[src/hw/rtl/shsp_pkg.sv]
// Shared constants and types of the sample history strip plot.
`timescale 1ns / 1ps

package shsp_pkg;

  localparam int HistoryDepth = 50;
  localparam int PlotCeiling  = 40;

  localparam int AddrW = (HistoryDepth > 1) ? $clog2(HistoryDepth) : 1;
  localparam int CntW  = $clog2(HistoryDepth + 1);

  localparam int SampleW  = 13;
  localparam int DivW     = 8;
  localparam int OffsetW  = 8;
  localparam int OriginXW = 9;
  localparam int OriginYW = 8;
  localparam int ColourW  = 3;
  localparam int ColumnW  = 6;
  localparam int HeightW  = 6;

  // reciprocal floor(2^RecipK / d); RecipK >= SampleW keeps the estimate within one
  localparam int RecipK = SampleW;
  localparam int RecipW = RecipK + 1;
  localparam int RecipCntW = $clog2(RecipW);
  localparam int MagW   = SampleW;
  localparam int QuotW  = SampleW;
  localparam int ProdW  = MagW + RecipW;
  localparam int QdW    = QuotW + DivW;
  localparam int HsumW  = QuotW + 2;

  localparam int CfgIdxW  = 3;
  localparam int CfgDataW = 9;

  typedef enum logic [CfgIdxW-1:0] {
    RegDivisor = 3'd0,
    RegOffset  = 3'd1,
    RegOriginX = 3'd2,
    RegOriginY = 3'd3,
    RegColour  = 3'd4
  } cfg_reg_e;

  typedef struct packed {
    logic [CntW-1:0] column;
    logic            last;
  } pt_ctl_t;

endpackage

[src/hw/rtl/sample_history_strip_plot_top.sv]
// Top level of the sample history strip plot: history memory, divide pipeline, output stage.
`timescale 1ns / 1ps

// Sample history strip plot, one instance per sensor channel.
// Input channel: in_valid_i / in_stall_o with one signed 13-bit sample per item.
// Output channel: out_valid_o / out_stall_i; each input item yields one point
// per stored sample (up to 50), oldest first, last_point_o set on the newest.
// Config channel: cfg_valid_i / cfg_ready_o (always ready), cfg_index_i picks
// divisor, offset, origin x, origin y or colour; write only while idle.
// Per item: the divisor reciprocal is first formed in a bit-serial loop,
// then one history read per cycle while out_stall_i does not hold the
// pipeline (fill count reads), then five pipeline stages drain (read,
// multiply, back-multiply, correct, output reg). The single memory read
// port sets the one-point-per-cycle pace when the output is not stalled.
// in_stall_o is high from acceptance until the pipeline has emptied; the last
// point may still wait in the output register when the next item is taken.
// out_stall_i freezes the whole point pipeline; nothing is dropped.
// Reset empties the history (fill count zero) and loads the register defaults:
// divisor 1, offset 0, origin x 0, origin y 40, colour 4.

module sample_history_strip_plot_top (
  input  logic                               clk_i,
  input  logic                               rst_ni,
  input  logic                               cfg_valid_i,
  output logic                               cfg_ready_o,
  input  logic [shsp_pkg::CfgIdxW-1:0]       cfg_index_i,
  input  logic [shsp_pkg::CfgDataW-1:0]      cfg_data_i,
  input  logic                               in_valid_i,
  output logic                               in_stall_o,
  input  logic signed [shsp_pkg::SampleW-1:0] sample_value_i,
  output logic                               out_valid_o,
  input  logic                               out_stall_i,
  output logic [shsp_pkg::ColumnW-1:0]       column_index_o,
  output logic [shsp_pkg::HeightW-1:0]       plot_height_o,
  output logic [shsp_pkg::OriginXW-1:0]      pixel_x_o,
  output logic [shsp_pkg::OriginYW-1:0]      pixel_y_o,
  output logic [shsp_pkg::ColourW-1:0]       pixel_colour_o,
  output logic                               last_point_o
);

  typedef enum logic [1:0] {
    StIdle,
    StRecip,
    StRun,
    StDrain
  } state_e;

  localparam logic [shsp_pkg::AddrW-1:0] LastSlot = shsp_pkg::AddrW'(shsp_pkg::HistoryDepth - 1);
  localparam logic [shsp_pkg::CntW-1:0]  FullCnt  = shsp_pkg::CntW'(shsp_pkg::HistoryDepth);

  // configuration registers
  logic [shsp_pkg::DivW-1:0]            div_q;
  logic signed [shsp_pkg::OffsetW-1:0]  offset_q;
  logic [shsp_pkg::OriginXW-1:0]        origin_x_q;
  logic [shsp_pkg::OriginYW-1:0]        origin_y_q;
  logic [shsp_pkg::ColourW-1:0]         colour_q;

  assign cfg_ready_o = 1'b1;

  always_ff @(posedge clk_i or negedge rst_ni) begin
    if (!rst_ni) begin
      div_q      <= shsp_pkg::DivW'(1);
      offset_q   <= '0;
      origin_x_q <= '0;
      origin_y_q <= shsp_pkg::OriginYW'(40);
      colour_q   <= shsp_pkg::ColourW'(4);
    end else if (cfg_valid_i) begin
      unique case (cfg_index_i)
        shsp_pkg::RegDivisor: div_q      <= cfg_data_i[shsp_pkg::DivW-1:0];
        shsp_pkg::RegOffset:  offset_q   <= cfg_data_i[shsp_pkg::OffsetW-1:0];
        shsp_pkg::RegOriginX: origin_x_q <= cfg_data_i[shsp_pkg::OriginXW-1:0];
        shsp_pkg::RegOriginY: origin_y_q <= cfg_data_i[shsp_pkg::OriginYW-1:0];
        shsp_pkg::RegColour:  colour_q   <= cfg_data_i[shsp_pkg::ColourW-1:0];
        default: ;
      endcase
    end
  end

  // divisor zero acts as one
  logic [shsp_pkg::DivW-1:0] div_eff;
  assign div_eff = (div_q == '0) ? shsp_pkg::DivW'(1) : div_q;

  // control state
  state_e                          state_q;
  logic [shsp_pkg::CntW-1:0]       fill_q;
  logic [shsp_pkg::AddrW-1:0]      newest_q, oldest_q, rd_ptr_q;
  logic [shsp_pkg::CntW-1:0]       col_q;
  logic [shsp_pkg::RecipW-1:0]     recip_q;
  logic [shsp_pkg::DivW-1:0]       rem_q;
  logic [shsp_pkg::RecipCntW-1:0]  bit_q;

  logic in_acc, adv, issue;
  logic v1_q, v2_q, v3_q, v4_q;

  assign in_stall_o = (state_q != StIdle);
  assign in_acc     = in_valid_i && !in_stall_o;
  assign adv        = !out_valid_o || !out_stall_i;
  assign issue      = (state_q == StRun) && adv;

  // slot bookkeeping for the incoming sample
  logic [shsp_pkg::AddrW-1:0] slot_new, slot_after;
  logic [shsp_pkg::CntW-1:0]  fill_new;
  always_comb begin
    if (fill_q == '0) begin
      slot_new = newest_q;
    end else if (newest_q == LastSlot) begin
      slot_new = '0;
    end else begin
      slot_new = newest_q + shsp_pkg::AddrW'(1);
    end
    slot_after = (slot_new == LastSlot) ? '0 : slot_new + shsp_pkg::AddrW'(1);
    fill_new   = (fill_q == FullCnt) ? fill_q : fill_q + shsp_pkg::CntW'(1);
  end

  // one restoring step of 2^RecipK / d
  logic [shsp_pkg::DivW:0] rem_shift;
  logic                    rem_ge;
  always_comb begin
    rem_shift = {rem_q, (bit_q == shsp_pkg::RecipCntW'(shsp_pkg::RecipK))};
    rem_ge    = (rem_shift >= {1'b0, div_eff});
  end

  always_ff @(posedge clk_i or negedge rst_ni) begin
    if (!rst_ni) begin
      state_q  <= StIdle;
      fill_q   <= '0;
      newest_q <= '0;
      oldest_q <= '0;
      rd_ptr_q <= '0;
      col_q    <= '0;
      recip_q  <= '0;
      rem_q    <= '0;
      bit_q    <= '0;
    end else begin
      unique case (state_q)
        StIdle: begin
          if (in_acc) begin
            newest_q <= slot_new;
            fill_q   <= fill_new;
            oldest_q <= (fill_new == FullCnt) ? slot_after : '0;
            rem_q    <= '0;
            recip_q  <= '0;
            bit_q    <= shsp_pkg::RecipCntW'(shsp_pkg::RecipK);
            state_q  <= StRecip;
          end
        end
        StRecip: begin
          recip_q <= {recip_q[shsp_pkg::RecipW-2:0], rem_ge};
          rem_q   <= rem_ge ? shsp_pkg::DivW'(rem_shift - {1'b0, div_eff})
                            : rem_shift[shsp_pkg::DivW-1:0];
          if (bit_q == '0) begin
            rd_ptr_q <= oldest_q;
            col_q    <= '0;
            state_q  <= StRun;
          end else begin
            bit_q <= bit_q - shsp_pkg::RecipCntW'(1);
          end
        end
        StRun: begin
          if (adv) begin
            rd_ptr_q <= (rd_ptr_q == LastSlot) ? '0 : rd_ptr_q + shsp_pkg::AddrW'(1);
            col_q    <= col_q + shsp_pkg::CntW'(1);
            if (col_q + shsp_pkg::CntW'(1) == fill_q) begin
              state_q <= StDrain;
            end
          end
        end
        StDrain: begin
          if (!v1_q && !v2_q && !v3_q && !v4_q) begin
            state_q <= StIdle;
          end
        end
        default: state_q <= StIdle;
      endcase
    end
  end

  // history memory, one write and one registered read port
  logic signed [shsp_pkg::SampleW-1:0] hist_mem [shsp_pkg::HistoryDepth];
  logic signed [shsp_pkg::SampleW-1:0] rdata_q;

  always_ff @(posedge clk_i) begin
    if (in_acc) begin
      hist_mem[slot_new] <= sample_value_i;
    end
    if (issue) begin
      rdata_q <= hist_mem[rd_ptr_q];
    end
  end

  // point pipeline, all stages advance together
  shsp_pkg::pt_ctl_t ctl1_q, ctl2_q, ctl3_q, ctl4_q;
  logic                          neg2_q, neg3_q;
  logic [shsp_pkg::MagW-1:0]     mag1, mag2_q, mag3_q;
  logic [shsp_pkg::ProdW-1:0]    prod1;
  logic [shsp_pkg::QuotW-1:0]    qest2_q, qest3_q, qfix3;
  logic [shsp_pkg::QdW-1:0]      qd2, qd3_q, rem3;
  logic signed [shsp_pkg::QuotW:0] quot4_q;

  always_comb begin
    mag1  = rdata_q[shsp_pkg::SampleW-1] ? shsp_pkg::MagW'(-rdata_q)
                                          : shsp_pkg::MagW'(rdata_q);
    prod1 = mag1 * recip_q;
    qd2   = qest2_q * div_eff;
    rem3  = shsp_pkg::QdW'(mag3_q) - qd3_q;
    qfix3 = (rem3 >= shsp_pkg::QdW'(div_eff)) ? qest3_q + shsp_pkg::QuotW'(1) : qest3_q;
  end

  always_ff @(posedge clk_i or negedge rst_ni) begin
    if (!rst_ni) begin
      v1_q <= 1'b0;
      v2_q <= 1'b0;
      v3_q <= 1'b0;
      v4_q <= 1'b0;
    end else if (adv) begin
      v1_q <= issue;
      v2_q <= v1_q;
      v3_q <= v2_q;
      v4_q <= v3_q;
    end
  end

  always_ff @(posedge clk_i) begin
    if (adv) begin
      ctl1_q.column <= col_q;
      ctl1_q.last   <= (col_q + shsp_pkg::CntW'(1) == fill_q);
      ctl2_q  <= ctl1_q;
      neg2_q  <= rdata_q[shsp_pkg::SampleW-1];
      mag2_q  <= mag1;
      qest2_q <= prod1[shsp_pkg::RecipK +: shsp_pkg::QuotW];
      ctl3_q  <= ctl2_q;
      neg3_q  <= neg2_q;
      mag3_q  <= mag2_q;
      qest3_q <= qest2_q;
      qd3_q   <= qd2;
      ctl4_q  <= ctl3_q;
      quot4_q <= neg3_q ? -$signed({1'b0, qfix3}) : $signed({1'b0, qfix3});
    end
  end

  // height, clamp and screen position
  logic signed [shsp_pkg::HsumW-1:0] hsum;
  logic [shsp_pkg::HeightW-1:0]      hclamp;
  always_comb begin
    hsum = shsp_pkg::HsumW'(offset_q) + shsp_pkg::HsumW'(quot4_q);
    if (hsum > shsp_pkg::HsumW'(shsp_pkg::PlotCeiling)) begin
      hclamp = shsp_pkg::HeightW'(shsp_pkg::PlotCeiling);
    end else if (hsum < 0) begin
      hclamp = '0;
    end else begin
      hclamp = hsum[shsp_pkg::HeightW-1:0];
    end
  end

  always_ff @(posedge clk_i or negedge rst_ni) begin
    if (!rst_ni) begin
      out_valid_o <= 1'b0;
    end else if (adv) begin
      out_valid_o <= v4_q;
    end
  end

  always_ff @(posedge clk_i) begin
    if (adv) begin
      column_index_o <= shsp_pkg::ColumnW'(ctl4_q.column);
      plot_height_o  <= hclamp;
      pixel_x_o      <= origin_x_q + shsp_pkg::OriginXW'(ctl4_q.column);
      pixel_y_o      <= origin_y_q - shsp_pkg::OriginYW'(hclamp);
      pixel_colour_o <= colour_q;
      last_point_o   <= ctl4_q.last;
    end
  end

  // checks
  a_ready_empty: assert property (@(posedge clk_i) disable iff (!rst_ni)
    !in_stall_o |-> (!v1_q && !v2_q && !v3_q && !v4_q))
    else $error("input ready while points are in flight");

  a_fill_bound: assert property (@(posedge clk_i) disable iff (!rst_ni)
    fill_q <= FullCnt)
    else $error("fill count beyond history depth");

  a_height_bound: assert property (@(posedge clk_i) disable iff (!rst_ni)
    out_valid_o |-> plot_height_o <= shsp_pkg::HeightW'(shsp_pkg::PlotCeiling))
    else $error("plot height above ceiling");

  a_recip_ready: assert property (@(posedge clk_i) disable iff (!rst_ni)
    (state_q == StRun) |-> (recip_q != '0))
    else $error("reciprocal not formed before reads");

  a_run_nonempty: assert property (@(posedge clk_i) disable iff (!rst_ni)
    (state_q == StRun) |-> (fill_q != '0 && col_q < fill_q))
    else $error("read issued outside the filled history");

endmodule

[config.mk]
export PLATFORM = sky130hd
export DESIGN_NAME = sample_history_strip_plot_top
export DESIGN_NICKNAME = d
export VERILOG_FILES = /design/src/hw/rtl/shsp_pkg.sv /design/src/hw/rtl/sample_history_strip_plot_top.sv
export SDC_FILE = /design/constraint.sdc
export NUM_CORES = 2
export LEC_CHECK = 0
export BUFFER_PORTS_ARGS = -buffer_cell sky130_fd_sc_hd__buf_2
export CORE_ASPECT_RATIO = 0.9
export CORE_MARGIN = 4
export CORE_UTILIZATION = 55
export DETAILED_ROUTE_END_ITERATION = 16
export PLACE_DENSITY = 0.74
export SLEW_MARGIN = 0
export SYNTH_ARGS = -nofsm -noshare
export SYNTH_HDL_FRONTEND = slang
export SYNTH_SLANG_ARGS = --single-unit
[constraint.sdc]
create_clock -name clk_i -period 6.5 [get_ports clk_i]
set_clock_uncertainty 0.2 [all_clocks]
set_input_delay 1.625 -clock clk_i [delete_from_list [all_inputs] [get_ports clk_i]]
set_output_delay 1.625 -clock clk_i [all_outputs]
set_load 0.01 [all_outputs]
==> qor.log <==
[synth] dominant cells by area after synthesis edfxtp_1, mux4_2, fa_1
[layout] final antenna diode count 0
[place] number of buffers inserted by port buffering 64
[timing] final worst-path setup slack -0.461 ns
[critical_path] number of buffers and inverters on the critical path 3
[worst_hold_path] hold crit path type reg2reg
[synth] synthesized area per cell 14.9 um2
[power] total power divided by cell area 430 nW/um2
[power] power spent charging and discharging nets 8.21 mW
[place] sum of net half-perimeters after detailed placement 70100 um
[timing] Period Utilization, post-route 107%
[clocking] clock insertion delay at the later pin of the skew report 0.68 ns
[synth] count of distinct cell types in the synthesized netlist 80
[synth] proportion of synthesized flip-flops having asynchronous set or reset 10.9%
[power] share of total power in sequential cells 36.3%
[place] area of placed instances 48900 um2
[timing] actual transition at the worst max-transition pin 1.34 ns
[critical_path] CP max stage delay 0.50 ns
[critical_path] register-to-register path setup slack -0.46 ns
[global_route] GR Util met2 41.0%
[clocking] number of hold buffers added after CTS 0
[route] drt first pass iters 5
[clocking] count of H-tree levels built during CTS 3
[route] routed vias 26800
[synth] Yosys top cell area share 52.3%
[power] Sw Share 36.8%
[global_route] Overflow after GRT 0
[power] maximum VDD drop 254 uV
[clocking] clock-pin slew reported for the worst setup and hold paths after clock tree synthesis 0.06 ns
[power] clock share of power 22.3%
[timing] Relative slew margins 10.6%
[layout] post-route cell area 52000 um2
[timing] number of hold violations in the final report 0
[clocking] clock buffers created by TritonCTS 88
[power] static power due to leakage 19.8 nW
[route] overall routed net length 106000 um
[critical_path] worst-path maximum fanout 3
[timing] count of endpoints failing setup in the final report 9
[critical_path] most repeated library cell on the critical path fa_1
[synth] fraction of the yosys area taken by sequential cells 57.6%
[floorplanning] die area 89600 um2
[route] final antenna-violating net count 0
[synth] total of flip-flops plus latches after synthesis 912
[global_route] first-pass GRT wire length 167000 um
[floorplanning] io pins 66
[clocking] TritonCTS Sinks 912
[timing] fmax 0.144 GHz
[synth] post-synthesis instance area 46700 um2
[global_route] total global routing track utilization 24.3%
[power] Combinational Power Share 41.4%
[floorplanning] core region area 84300 um2
[synth] count of warnings emitted by yosys 0
[critical_path] CP arrival 7.14 ns
[status] status complete, but fails checks
[floorplanning] initial core utilization 55.4%
[synth] syn nets 3535
[layout] NumNets Final 3697
[global_route] met3 routing resource usage after global routing 4.16%
[floorplanning] die height 284 um
[run] max capacitance violation total 0
[timing] Slew Viols, Final 0
[clocking] library cell used as clock root buffer clkbuf_16
[timing] final period demand of the worst path 6.96 ns
[layout] filler cell count 6049
[synth] post-synthesis cell type with the largest combined area edfxtp_1
[synth] predominant post-synthesis flop cell edfxtp_1
[route] number of remaining DRC errors 0
[layout] layout cell share with drive strength beyond 1 19.1%
[route] average detailed-routed wire length per instance 23.7 um
[critical_path] kind of cell adding the most delay to the critical path adder cells
[clocking] number of buffers on the longest clock path 3
[synth] number of enable-type register cells in the synthesized netlist 813
[global_route] busiest metal layer after global routing met2
[timing] unrepaired setup endpoints after global routing yes
[global_route] met1 Use GR 33.0%
[critical_path] CP required 6.68 ns
[floorplanning] Placement Rows 101
[critical_path] critical path type reg2reg
[status] violations in the final reports negative setup slack
[place] last weighted congestion value of the routability-driven placer 0.877
[clocking] clock tree from TritonCTS yes
[synth] cell count after synthesis 3123
[critical_path] critical path's slowest cell fa_1
[layout] synthesis-to-layout area growth 11.4%
[route] Vias/cell 5.96
[global_route] initial antenna violation count 1
[global_route] largest net degree at the start of global routing 118
[critical_path] CP Capture Type flip-flop
[floorplanning] die boundary width 315 um
[critical_path] type of origin of the critical path flip-flop
[power] overall power after layout 22.3 mW
[power] Internal Dissipation 14.1 mW
[route] violation count after the first detailed-route iteration 2537
[global_route] number of global-route vias before repair 28100
## power groups by stage
stage | registers, mW | logic (mW) | clock network [mW]
finish | 8.11 | 9.24 | 4.99
global route | 8.21 | 10.3 | 5.33
CTS | 8.11 | 9.16 | 5.06
detailed placement | 8.22 | 8.95 | 0
global placement | 8.18 | 8.65 | 0
floorplan | 7.88 | 6.46 | 0
## per-layer routing
layer	up-vias	part of all wire (%)
li1	11700	-
met1	13800	40
met2	1110	50
met3	197	7.1
met4	2	3.0
met5	-	0.011
## sequential cells by signal (all words and copies together) (netlist names), 8 cells and up
name        count
pixel_y_o       8
mag2_q         13
offset_q        8
quot4_q        14
pixel_x_o       9
origin_y_q      8
div_q           8
recip_q        14
hist_mem      650
origin_x_q      9
rdata_q        13
rem_q           8
qest2_q        13
mag3_q         13
qest3_q        13
qd3_q          21
## cell families (layout without fill, tap and decap cells)
group / count (synthesis) / after routing / share of synthesized area (%)
compound gates: 309 / 309 / 4.43
xor+xnor: 121 / 121 / 2.27
fa+ha+maj: 382 / 382 / 13.5
buf+inv: 438 / 674 / 3.55
flops: 912 / 912 / 57.6
mux: 261 / 261 / 11.3
other cells: 1 / 1 / 0.00803
simple gates: 699 / 699 / 7.34
## timing repair
action / CTS / global route
resized for setup: 22 / 15
setup buffers: 9 / 5
endpoints found under the setup margin: 11 / 12
pin swaps: 14 / 15
## per-stage QoR
step	utilization [%]	TNS (ns)	worst slack, ns	hold WS, ns	cells
4_1_cts	61.6	-2.37	-0.484	0.222	4487
2_1_floorplan	-	-2.52	-0.457	0.200	3123
3_5_place_dp	58.1	-4.44	-0.652	0.207	4316
6_report	61.7	-2.68	-0.461	0.222	4492
5_1_grt	61.7	-5.53	-0.729	0.231	4492
3_3_place_gp	58.1	-2.78	-0.482	0.201	4316
## Yosys cell counts (all sizes together) (69+ instances only)
master  count
nand2     255
fa        201
mux4      208
nor2      118
inv       320
dfrtp      95
and2      132
a21oi      69
o21ai      86
xnor2      75
edfxtp    813
clkbuf     96
ha        181
## cell type report
type | instances | area [um2] | area share (%)
Multi-Input combinational cell | 1773 | 18300 | 35.3
Sequential cell | 912 | 26900 | 51.7
Inverter | 320 | 1200 | 2.31
Tap cell | 1133 | 1420 | 2.73
Clock buffer | 110 | 2330 | 4.47
Timing Repair Buffer | 190 | 1340 | 2.57
Clock inverter | 54 | 489 | 0.941
## cells in the final DEF (no fill, tap or decap), types with 5 or more instances in the layout
master,Yosys,routed
edfxtp_1,813,813
inv_1,320,316
nand2_1,255,253
mux4_2,208,208
fa_1,201,199
ha_1,181,179
and2_1,131,131
buf_4,1,118
nor2_1,118,114
dfrtp_1,95,92
clkbuf_16,0,89
o21ai_0,84,82
xnor2_1,75,73
a21oi_1,69,63
buf_2,2,63
mux2_2,48,48
xor2_1,46,45
nand3_1,35,35
a21o_1,31,31
nor2b_1,30,29
nor3_1,25,24
clkinv_2,0,21
clkbuf_1,96,19
nand4_1,18,18
nand2b_1,17,17
and3_1,17,17
or3_1,18,16
a22o_1,16,16
clkinv_1,0,16
o21bai_1,12,11
o21a_1,11,11
a211oi_1,12,10
o31ai_1,9,9
nor4_1,7,7
or2_2,6,5
mux2i_1,5,5
buf_6,1,5
## path summary, 6_finish.rpt
kind / start / cells past startpoint / endpoint
max in group asynchronous: rst_ni / 2 / recip_q[7]$_DFFE_PN0P_
hold / removal: ctl1_q[0]$_DFFE_PP_ / 0 / ctl2_q[0]$_DFFE_PP_
hold reg to reg: ctl1_q[0]$_DFFE_PP_ / 0 / ctl2_q[0]$_DFFE_PP_
min in group asynchronous: rst_ni / 1 / newest_q[1]$_DFFE_PN0P_
setup / recovery: rdata_q[2]$_DFFE_PP_ / 27 / qest2_q[12]$_DFFE_PP_
setup reg to reg: rdata_q[2]$_DFFE_PP_ / 27 / qest2_q[12]$_DFFE_PP_
## worst reg2reg max path, delay by kind of cell (launching register included)
| family | cells | cell delay, ns |
|---|---|---|
| adder cells (fa/ha/maj) | 6 | 2.66 |
| AO/OA/AOI/OAI | 11 | 1.86 |
| buffers and inverters | 3 | 0.15 |
| flip-flops | 1 | 0.42 |
| AND/OR/NAND/NOR | 5 | 1.06 |
| XOR/XNOR | 2 | 0.30 |
(Power assumes the default switching activity.)
